File: src/sv/oelt_pkg.sv
// shared types, codes and default sizes for the ordered edge list table
package oelt_pkg;

	localparam int unsigned LIST_DEPTH_DEF  = 64;
	localparam int unsigned VERTEX_BITS_DEF = 12;

	// operation kinds
	localparam logic [1:0] KIND_FRONT  = 2'd0;
	localparam logic [1:0] KIND_BACK   = 2'd1;
	localparam logic [1:0] KIND_SEARCH = 2'd2;
	localparam logic [1:0] KIND_REMOVE = 2'd3;

	// result status codes
	localparam logic [1:0] STATUS_OK      = 2'd0;
	localparam logic [1:0] STATUS_FULL    = 2'd1;
	localparam logic [1:0] STATUS_MISSING = 2'd2;

	typedef struct packed {
		logic [1:0]         kind;
		logic [11:0]        vertex;
		logic [15:0]        capacity;
		logic signed [15:0] cost;
	} op_t;

	typedef struct packed {
		logic [1:0]         status;
		logic [5:0]         position;
		logic [15:0]        found_capacity;
		logic signed [15:0] found_cost;
		logic [6:0]         entry_count;
		logic               is_empty;
	} res_t;

endpackage

File: src/sv/oelt_store.sv
// entry store: one write port, one read port with registered read data
module oelt_store #(
	parameter int unsigned DEPTH = oelt_pkg::LIST_DEPTH_DEF,
	parameter int unsigned WIDTH = oelt_pkg::VERTEX_BITS_DEF + 32
) (
	input  logic                     clk,
	input  logic                     we,
	input  logic [$clog2(DEPTH)-1:0] waddr,
	input  logic [WIDTH-1:0]         wdata,
	input  logic [$clog2(DEPTH)-1:0] raddr,
	output logic [WIDTH-1:0]         rdata
);

	logic [WIDTH-1:0] mem_q [DEPTH];
	logic [WIDTH-1:0] rdata_q;

	always_ff @(posedge clk) begin
		if (we) begin
			mem_q[waddr] <= wdata;
		end
		rdata_q <= mem_q[raddr];
	end

	assign rdata = rdata_q;

endmodule

File: src/sv/ordered_edge_list_table.sv
// top level of the ordered edge list table: sequencer around the entry store
//
// The block keeps up to LIST_DEPTH adjacency entries (vertex, capacity, cost)
// in list order in a single-port-read, single-port-write store, index 0 being
// the front. One operation beat goes in on op, one result beat comes out on
// res for every operation. The block takes one operation at a time: op_ready
// is high only while the sequencer is idle. A front insert moves every entry
// up by one, one entry a cycle. A search compares one entry a cycle from the
// front. A removal first searches, then moves the entries behind the hit down
// by one, one a cycle. The single read port of the entry store is why entries
// go one at a time: every entry that is compared or moved goes through it
// once. A finished result sits in an output register; if the previous result
// has not been taken yet, the block waits there before going idle. An insert
// into a full list reports list full and leaves the list alone; a search or
// removal without a match reports not found with position, capacity and cost
// of zero. Duplicate vertices are allowed and the first one from the front is
// used. The store needs no clearing after reset: only entries below the count
// are ever used.
module ordered_edge_list_table #(
	parameter int unsigned LIST_DEPTH  = oelt_pkg::LIST_DEPTH_DEF,
	parameter int unsigned VERTEX_BITS = oelt_pkg::VERTEX_BITS_DEF
) (
	input  logic            clk,
	input  logic            arst_n,
	input  logic            op_valid,
	output logic            op_ready,
	input  oelt_pkg::op_t   op,
	output logic            res_valid,
	input  logic            res_ready,
	output oelt_pkg::res_t  res
);

	localparam int unsigned AW = $clog2(LIST_DEPTH);      // store address bits
	localparam int unsigned CW = $clog2(LIST_DEPTH + 1);  // count bits
	localparam int unsigned EW = VERTEX_BITS + 32;        // entry word bits

	typedef enum logic [2:0] {
		ST_IDLE,
		ST_FRONT_RD,
		ST_FRONT_WR,
		ST_PUT,
		ST_SEARCH_RD,
		ST_SEARCH_CMP,
		ST_REMOVE_WR,
		ST_DONE
	} state_t;

	state_t                 state_q;
	logic [CW-1:0]          cnt_q;
	logic [CW-1:0]          idx_q;
	logic [AW-1:0]          pos_q;
	logic [1:0]             status_q;
	logic [15:0]            fcap_q;
	logic [15:0]            fcost_q;
	logic [1:0]             kind_q;
	logic [VERTEX_BITS-1:0] vtx_q;
	logic [15:0]            cap_q;
	logic [15:0]            cost_q;
	logic                   res_valid_q;
	oelt_pkg::res_t         res_q;

	// vertex masked or widened to the stored width
	logic [VERTEX_BITS+11:0] vtx_ext;
	logic [VERTEX_BITS-1:0]  vtx_in;

	// store port
	logic          mem_we;
	logic [AW-1:0] mem_waddr;
	logic [EW-1:0] mem_wdata;
	logic [CW-1:0] rd_idx;
	logic [EW-1:0] mem_rdata;

	// fields of the entry just read
	logic [VERTEX_BITS-1:0] rd_vtx;
	logic [15:0]            rd_cap;
	logic [15:0]            rd_cost;
	logic                   rd_match;

	// result fields narrowed to the port widths
	logic [AW+5:0] pos_ext;
	logic [CW+6:0] cnt_ext;

	assign vtx_ext = {{VERTEX_BITS{1'b0}}, op.vertex};
	assign vtx_in  = vtx_ext[VERTEX_BITS-1:0];

	assign rd_vtx   = mem_rdata[EW-1:32];
	assign rd_cap   = mem_rdata[31:16];
	assign rd_cost  = mem_rdata[15:0];
	assign rd_match = (rd_vtx == vtx_q);

	assign pos_ext = {6'd0, pos_q};
	assign cnt_ext = {7'd0, cnt_q};

	// read address runs one step ahead of the entry being used
	always_comb begin
		case (state_q)
			ST_FRONT_RD:   rd_idx = idx_q - CW'(1);
			ST_FRONT_WR:   rd_idx = idx_q - CW'(2);
			ST_SEARCH_CMP: rd_idx = idx_q + CW'(1);
			ST_REMOVE_WR:  rd_idx = idx_q + CW'(2);
			default:       rd_idx = idx_q;
		endcase
	end

	// writes: moved entry while shifting, new entry on put
	always_comb begin
		mem_we    = 1'b0;
		mem_waddr = idx_q[AW-1:0];
		mem_wdata = mem_rdata;
		case (state_q)
			ST_FRONT_WR: begin
				mem_we = 1'b1;
			end
			ST_REMOVE_WR: begin
				mem_we = 1'b1;
			end
			ST_PUT: begin
				mem_we    = 1'b1;
				mem_wdata = {vtx_q, cap_q, cost_q};
			end
			default: begin
				mem_we = 1'b0;
			end
		endcase
	end

	oelt_store #(
		.DEPTH (LIST_DEPTH),
		.WIDTH (EW)
	) u_store (
		.clk   (clk),
		.we    (mem_we),
		.waddr (mem_waddr),
		.wdata (mem_wdata),
		.raddr (rd_idx[AW-1:0]),
		.rdata (mem_rdata)
	);

	// sequencer
	always_ff @(posedge clk or negedge arst_n) begin
		if (!arst_n) begin
			state_q     <= ST_IDLE;
			cnt_q       <= '0;
			idx_q       <= '0;
			pos_q       <= '0;
			status_q    <= oelt_pkg::STATUS_OK;
			fcap_q      <= '0;
			fcost_q     <= '0;
			kind_q      <= oelt_pkg::KIND_FRONT;
			vtx_q       <= '0;
			cap_q       <= '0;
			cost_q      <= '0;
			res_valid_q <= 1'b0;
			res_q       <= '0;
		end else begin
			// beat taken; a new one loaded in the done state keeps valid up
			if (res_valid_q && res_ready && state_q != ST_DONE) begin
				res_valid_q <= 1'b0;
			end
			case (state_q)
				ST_IDLE: begin
					if (op_valid) begin
						kind_q   <= op.kind;
						vtx_q    <= vtx_in;
						cap_q    <= op.capacity;
						cost_q   <= op.cost;
						pos_q    <= '0;
						fcap_q   <= '0;
						fcost_q  <= '0;
						if (op.kind inside {oelt_pkg::KIND_FRONT, oelt_pkg::KIND_BACK}) begin
							idx_q <= cnt_q;
							if (cnt_q == CW'(LIST_DEPTH)) begin
								status_q <= oelt_pkg::STATUS_FULL;
								state_q  <= ST_DONE;
							end else begin
								status_q <= oelt_pkg::STATUS_OK;
								if (op.kind == oelt_pkg::KIND_FRONT && cnt_q != '0) begin
									state_q <= ST_FRONT_RD;
								end else begin
									state_q <= ST_PUT;
								end
							end
						end else begin
							idx_q <= '0;
							if (cnt_q == '0) begin
								status_q <= oelt_pkg::STATUS_MISSING;
								state_q  <= ST_DONE;
							end else begin
								status_q <= oelt_pkg::STATUS_OK;
								state_q  <= ST_SEARCH_RD;
							end
						end
					end
				end
				ST_FRONT_RD: begin
					state_q <= ST_FRONT_WR;
				end
				ST_FRONT_WR: begin
					// entry idx-1 lands at idx
					idx_q <= idx_q - CW'(1);
					if (idx_q == CW'(1)) begin
						state_q <= ST_PUT;
					end
				end
				ST_PUT: begin
					pos_q   <= idx_q[AW-1:0];
					cnt_q   <= cnt_q + CW'(1);
					state_q <= ST_DONE;
				end
				ST_SEARCH_RD: begin
					state_q <= ST_SEARCH_CMP;
				end
				ST_SEARCH_CMP: begin
					if (rd_match) begin
						pos_q   <= idx_q[AW-1:0];
						fcap_q  <= rd_cap;
						fcost_q <= rd_cost;
						if (kind_q != oelt_pkg::KIND_REMOVE) begin
							state_q <= ST_DONE;
						end else if (idx_q + CW'(1) == cnt_q) begin
							// hit was the last entry: nothing to close up
							cnt_q   <= cnt_q - CW'(1);
							state_q <= ST_DONE;
						end else begin
							state_q <= ST_REMOVE_WR;
						end
					end else if (idx_q + CW'(1) == cnt_q) begin
						status_q <= oelt_pkg::STATUS_MISSING;
						state_q  <= ST_DONE;
					end else begin
						idx_q <= idx_q + CW'(1);
					end
				end
				ST_REMOVE_WR: begin
					// entry idx+1 lands at idx
					idx_q <= idx_q + CW'(1);
					if (idx_q + CW'(2) == cnt_q) begin
						cnt_q   <= cnt_q - CW'(1);
						state_q <= ST_DONE;
					end
				end
				ST_DONE: begin
					if (!res_valid_q || res_ready) begin
						res_valid_q          <= 1'b1;
						res_q.status         <= status_q;
						res_q.position       <= pos_ext[5:0];
						res_q.found_capacity <= fcap_q;
						res_q.found_cost     <= fcost_q;
						res_q.entry_count    <= cnt_ext[6:0];
						res_q.is_empty       <= (cnt_q == '0);
						state_q              <= ST_IDLE;
					end
				end
				default: begin
					state_q <= ST_IDLE;
				end
			endcase
		end
	end

	assign op_ready  = (state_q == ST_IDLE);
	assign res_valid = res_valid_q;
	assign res       = res_q;

endmodule

File: config.mk
export PLATFORM = sky130hd
export DESIGN_NAME = ordered_edge_list_table
export DESIGN_NICKNAME = d
export VERILOG_FILES = /design/src/sv/oelt_pkg.sv /design/src/sv/oelt_store.sv /design/src/sv/ordered_edge_list_table.sv
export SDC_FILE = /design/constraint.sdc
export NUM_CORES = 2
export LEC_CHECK = 0
export BUFFER_PORTS_ARGS = -buffer_cell sky130_fd_sc_hd__buf_2
export CORE_MARGIN = 2
export CORE_UTILIZATION = 40
export CTS_CLUSTER_DIAMETER = 200
export DETAILED_ROUTE_END_ITERATION = 8
export SETUP_SLACK_MARGIN = 0.2
export SLEW_MARGIN = 0
export SYNTH_ARGS = -nofsm -noshare
export SYNTH_HDL_FRONTEND = slang
export SYNTH_SLANG_ARGS = --single-unit
File: constraint.sdc
create_clock -name clk -period 4.58 [get_ports clk]
set_clock_uncertainty 0.2 [all_clocks]
set_input_delay 0.916 -clock clk [delete_from_list [all_inputs] [get_ports clk]]
set_output_delay 0.916 -clock clk [all_outputs]
set_load 0.01 [all_outputs]
Word level (Yosys, flattened, before mapping)
Memories as Yosys holds them, arrays and structs flattened. A register that Yosys moved wholly into a read port is not among the register bits.
Index checks and enable logic that the tools add are counted.
{ "totals": {"ramBits": 2816, "memories": 1, "register_bits": 152, "inputBits": 50} }
{ "op_classes": {"n_mux": 46, "reduce_logical": 23, "eq_ne": 25, "add_sub_neg": 6} }
{ "memory_table": {"columns": ["name", "words", "word_bits", "read_ports", "rd_ports_with_merged_regs", "wr", "line_no", "source"], "rows": [
  ["u_store.mem_q", 64, 44, 1, 1, 1, "oelt_store.sv:14", "logic [WIDTH-1:0] mem_q [DEPTH];"]
]} }
{ "ops": {"columns": ["operator", "count"], "rows": [
  ["16-bit one-hot mux with 2 select lines", 2],
  ["7-bit 2-to-1 mux", 8],
  ["16-bit 2-to-1 mux", 3],
  ["44-bit 2-to-1 mux", 1],
  ["7-bit one-hot mux with 4 select lines", 1],
  ["3-bit 2-to-1 mux", 8],
  ["3-bit one-hot mux with 8 select lines", 1],
  ["6-bit one-hot mux with 4 select lines", 1],
  ["7-bit one-hot mux with 3 select lines", 1],
  ["2-bit inequality test (second input constant)", 10],
  ["6-bit one-hot mux with 3 select lines", 1],
  ["7-bit by 1-bit adder with 7-bit output (second input constant)", 2],
  ["7-bit == test", 2],
  ["2-bit 2-to-1 mux", 7],
  ["7-bit by 1-bit subtractor with 7-bit output (second input constant)", 2],
  ["12-bit == test", 1],
  ["3-bit == test (second input constant)", 4],
  ["6-bit 2-to-1 mux", 2],
  ["5-bit AND reduction", 2],
  ["1-bit 2-to-1 mux", 9],
  ["4-bit AND reduction", 2],
  ["7-bit by 2-bit adder with 7-bit output (second input constant)", 1],
  ["7-bit by 1-bit == test with 1-bit output (second input constant)", 1],
  ["7-bit == test (second input constant)", 1],
  ["other kinds (19)", 27]
]} }

Longest topological paths before layout
{ "logic_depth": {"depth_word": 7, "mapped_depth": 15} }

Hierarchy
Synthesis repeated with hierarchy kept, for this count alone.
{ "unflattened": {"cells_unflattened": 5356, "area_unflattened_um2": 115295.6} }
{ "by_module_without_submodules": {"columns": ["mod", "cells_per_inst", "seq_area_each_um2", "n_inst", "area_each_um2"], "rows": [
  ["oelt_store", 4547, 85441.9, 1, 107337.9],
  ["ordered_edge_list_table", 809, 3803.6, 1, 7957.6]
]} }

Worst setup path before layout
Ideal clock, no wire load.
{ "synth_path": {"path_type": "reg2reg", "start": "reg state_q[0]", "end": "mem u_store.mem_q[40][0] (netlist bit) (enable)", "required_ns": 3.934, "path_stages_with_launch": 8, "t_arrival_ns": 3.466, "slack_ns": 0.468, "cell_sequence": "dfrtp_1 buf_4 clkbuf_1 nand3_1 buf_1 a21oi_1 nand2_1 nor2_1"} }
{ "synth_via": {"elab_chain_cells": 5, "word_cells_on_any_way": 7, "cone_classes": "eq/ne: 3; mux: 3; reduce/logical: 1"} }
{ "synth_rtl": {"columns": ["item", "line_no", "source"], "rows": [
  ["from (decl)", "ordered_edge_list_table.sv:48", "state_t state_q;"],
  ["from (signal assigned)", "ordered_edge_list_table.sv:142", "state_q <= ST_IDLE;"],
  ["from (signal assigned)", "ordered_edge_list_table.sv:174", "state_q <= ST_DONE;"],
  ["from (signal assigned)", "ordered_edge_list_table.sv:178", "state_q <= ST_FRONT_RD;"],
  ["3-bit == test / 3-bit by 2-bit == test with 1-bit output (equally long branches)", "ordered_edge_list_table.sv:110", "case (state_q)"],
  ["3-bit OR reduction (no source line) (*)", null, null],
  ["1-bit 2-to-1 mux (*)", "ordered_edge_list_table.sv:110", null],
  ["1-bit 2-to-1 mux (*)", "oelt_store.sv:18", "if (we) begin"],
  ["1-bit 2-to-1 mux (implied by the code) (*)", "oelt_store.sv:19", "mem_q[waddr] <= wdata;"],
  ["to (decl)", "oelt_store.sv:14", null]
]} }
Mark *: on every way between the ends. The rest lies on a longest branch, timed or not.

Worst setup path after layout
{ "layout_path": {"start": "reg idx_q[2]", "end": "reg u_store.rdata_q[11], in the netlist u_store.rdata[11] (read register of u_store.mem_q)"} }
{ "layout_via": {"elab_chain_cells": 2, "word_cells_on_any_way": 5, "cone_classes": "add/sub: 4; mux: 1"} }
{ "layout_rtl": {"columns": ["item", "line_no", "source"], "rows": [
  ["from (decl)", "ordered_edge_list_table.sv:50", "logic [CW-1:0] idx_q;"],
  ["from (signal assigned)", "ordered_edge_list_table.sv:171", "idx_q <= cnt_q;"],
  ["from (signal assigned)", "ordered_edge_list_table.sv:200", "idx_q <= idx_q - CW'(1);"],
  ["from (signal assigned)", "ordered_edge_list_table.sv:231", "idx_q <= idx_q + CW'(1);"],
  ["7-bit by 2-bit adder with 7-bit output (tied with other cells)", null, null],
  ["6-bit one-hot mux with 4 select lines (*)", "ordered_edge_list_table.sv:96", "case (state_q)"],
  ["to (decl)", "oelt_store.sv:15", "logic [WIDTH-1:0] rdata_q;"]
]} }
Marked as above.
A chain may end at the register's enable or synchronous reset.

==> flow_summary.yaml <==
yosys:
  synth_edf_count: 2816
  async_flop_share: 0.0505
  synth.distinct_cells: 67
  synthCells: 6048
  ys.flop_type: "edfxtp_1"
  postSynthAreaPerCell_um2: 19.3
  synth_nets: 6112
  postSynthRegisterBits: 3012
  mappedNetlistArea_mm2: 0.117
  ys_warn_count: 0
  yosysSeqAreaShare: 0.765
routing:
  wl_per_cell_um: 30.9
  drt_first_pass_iters: 5
  vias_per_cell: 5.85
  drtAntennaViolNets: 0
  route.vias.total: 62062
  drt-initial-drc-count: 8123
  drcViolationCount: 0
  wl_mm: 328
final_layout:
  syn_to_final_growth_pct: 15.8
  fin_area_mm2: 0.135
  drive_gt1_frac: 0.253
  finalNonFillerCells: 10610
  fillCellCount: 24102
  nets: 6539
clocking:
  cts_tree: "done"
  insertion_delay_ps: 860
  cts_max_path_buffers: 4
  htree_levels: 5
  clk_pin_slew_ps: 60
  cts_root_buf: "clkbuf_16"
  cts.sinks: 3012
  cts-buffers-inserted: 304
global_route:
  grt_pass1_wl_mm: 463
  grt_max_degree: 79
  grtUsageTotal: 0.219
  antenna_found_initial: 11
  grt_pass1_vias: 61019
  overflow: 0
sta:
  fin_crit_ps: 4540
  max_freq_mhz: 220
  tightest_slew_ps: 1310
  slew_headroom: 0.130
  period_share: 0.992
  setup_tns_ps: 0
  hold_violations: 0
  drv_slew: 0
  setup_violations: 0
  rsz0062_at_grt: "true"
worst_setup_path:
  critPathLaunchType: "flop"
  critPathMaxFanout: 32
  cp.required_ps: 5130
  arrival_ps: 5090
  endpoint_kind: "flop"
  criticalPathCategory: "flop to flop"
die:
  start_util: 0.402
  rows: 198
  core_mm2: 0.291
  die-area_mm2: 0.296
  die_h_um: 544
  die_x_um: 544
  ios: 100
run:
  maxCapViolCount: 0
hold_path:
  hp-class: "input pin to flop"
place:
  port_buffers: 99
  place_area_mm2: 0.125
  place_inst: 10067
  gp_congestion: 0.852
  dp_hpwl_mm: 184
run_status:
  status: "completed"
==> path summary, 6_finish.rpt <==
check	to	slack [ps]	from	cells after the start
worst min register to register	fcost_q[3]	240	u_store.rdata[3]	2
min in group asynchronous	res[1]	470	arst_n	2
worst min-delay path	cap_q[12]	60	op[28]	3
worst max register to register	u_store.rdata[11]	40	idx_q[2]	11
max in group asynchronous	res[25]	2840	arst_n	3
worst max-delay path	u_store.rdata[11]	40	idx_q[2]	11
==> routing by layer <==
metal	routed length, µm	up-vias	GRT usage	share of wire
met5	0	-	0	0
li1	-	25262	-	-
met1	138000	33328	0.320	0.42
met3	30300	395	0.0394	0.092
met4	6320	0	0.0464	0.019
met2	154000	3077	0.344	0.47
==> state kept, by name, summed over array words and instances (netlist names) <==
| register | flops |
|---|---|
| cost_q | 16 |
| kind_q | 2 |
| cnt_q | 7 |
| res_valid | 1 |
| idx_q | 7 |
| fcost_q | 16 |
| state_q | 3 |
| u_store.mem_q | 2816 |
| u_store.rdata | 44 |
| fcap_q | 16 |
| pos_q | 6 |
| cap_q | 16 |
| status_q | 2 |
| vtx_q | 12 |
| res | 48 |
==> worst max-delay path, stage by stage, from the launching register on <==
cell      delay, ps
dfrtp_1         500
inv_1           140
ha_1            350
xor2_1          170
a221o_1         440
o21ai_4         300
buf_12          260
buf_12          260
mux2i_1         120
o221ai_1       1020
a21oi_1         340
nor3_1          280
==> cells in the mapped netlist (all sizes together), types with 31 or more instances <==
library cell,count,share of area
clkbuf,118,0.0038
buf,237,0.012
a21oi,249,0.011
o221ai,48,0.0036
mux2,95,0.0092
o22ai,66,0.0035
edfxtp,2816,0.72
nor2,92,0.0030
mux4,594,0.11
o21ai,54,0.0023
nand2,776,0.025
xnor2,31,0.0023
mux2i,237,0.020
nor3,46,0.0020
nand3,138,0.0060
dfrtp,152,0.033
dfxtp,44,0.0075
a31oi,36,0.0019
==> cells in the final DEF (no fill, tap or decap), types with 8 or more instances in the layout <==
cell           n
buf_2         98
o41ai_1       18
xnor2_1       29
a32oi_1       12
clkbuf_1      70
xor2_1        11
buf_4        257
mux2_2        95
mux2i_1      237
or4_1         24
o221ai_1      43
clkinvlp_4    11
nor2_4        65
a21oi_1      234
clkbuf_8      12
a211o_1       15
inv_1         11
a311oi_1      11
clkbuf_16    314
dfxtp_1       44
nand3_1      136
buf_12       118
dfrtp_1      152
nand2_1      773
clkinv_2      38
mux4_2       594
clkinv_1      50
a221oi_1      19
nor2_1        27
nor3_1        45
o21ai_0       50
a31oi_1       33
edfxtp_1    2816
ha_1          13
bufinv_16     28
o22ai_1       65
a21oi_2        8
==> final cells by class <==
cell class | instances | area, µm² | area share
clock buffers | 397 | 8290 | 0.0614
flip-flops and latches | 3012 | 89200 | 0.660
multi-input cells | 2669 | 26400 | 0.196
well taps | 3900 | 4880 | 0.0361
repair buffers | 476 | 4810 | 0.0356
inverters | 12 | 45.0 | 0.000333
clock inverters | 139 | 1440 | 0.0107
diodes | 5 | 12.5 | 0.0000926
==> through the flow <==
| step | hold slack [ps] | setup slack, ps | utilization |
|---|---|---|---|
| 2_1_floorplan | 229 | 468 | - |
| 3_3_place_gp | 244 | -469 | 0.431 |
| 3_5_place_dp | 244 | -508 | 0.431 |
| 4_1_cts | 4.29 | 156 | 0.465 |
| 5_1_grt | 45.6 | 42.0 | 0.465 |
| 6_report | 58.9 | 36.0 | 0.465 |
==> cell families (layout without fill, tap and decap cells) <==
group / after synthesis / after routing / share of synthesized area
AOI/OAI and AO/OA: 569 / 569 / 0.0307
buffers and inverters: 367 / 1024 / 0.0159
muxes: 926 / 926 / 0.144
and+or+nand+nor: 1117 / 1117 / 0.0398
xor gates and xnor gates: 43 / 43 / 0.00329
DFF: 3012 / 3012 / 0.765
adders and majority gates: 14 / 14 / 0.00157
other: 0 / 5 / 0
==> what timing repair did <==
action,in CTS,in global routing
resized for setup,13,19
hold buffers,1,0
endpoints found under the setup margin,9,15
hold endpoints to repair,74,0
buffers inserted,0,0
Power is left out: the tool's default activity adds up to more than one toggle a clock period on the data nets, which glitch-free logic cannot reach.
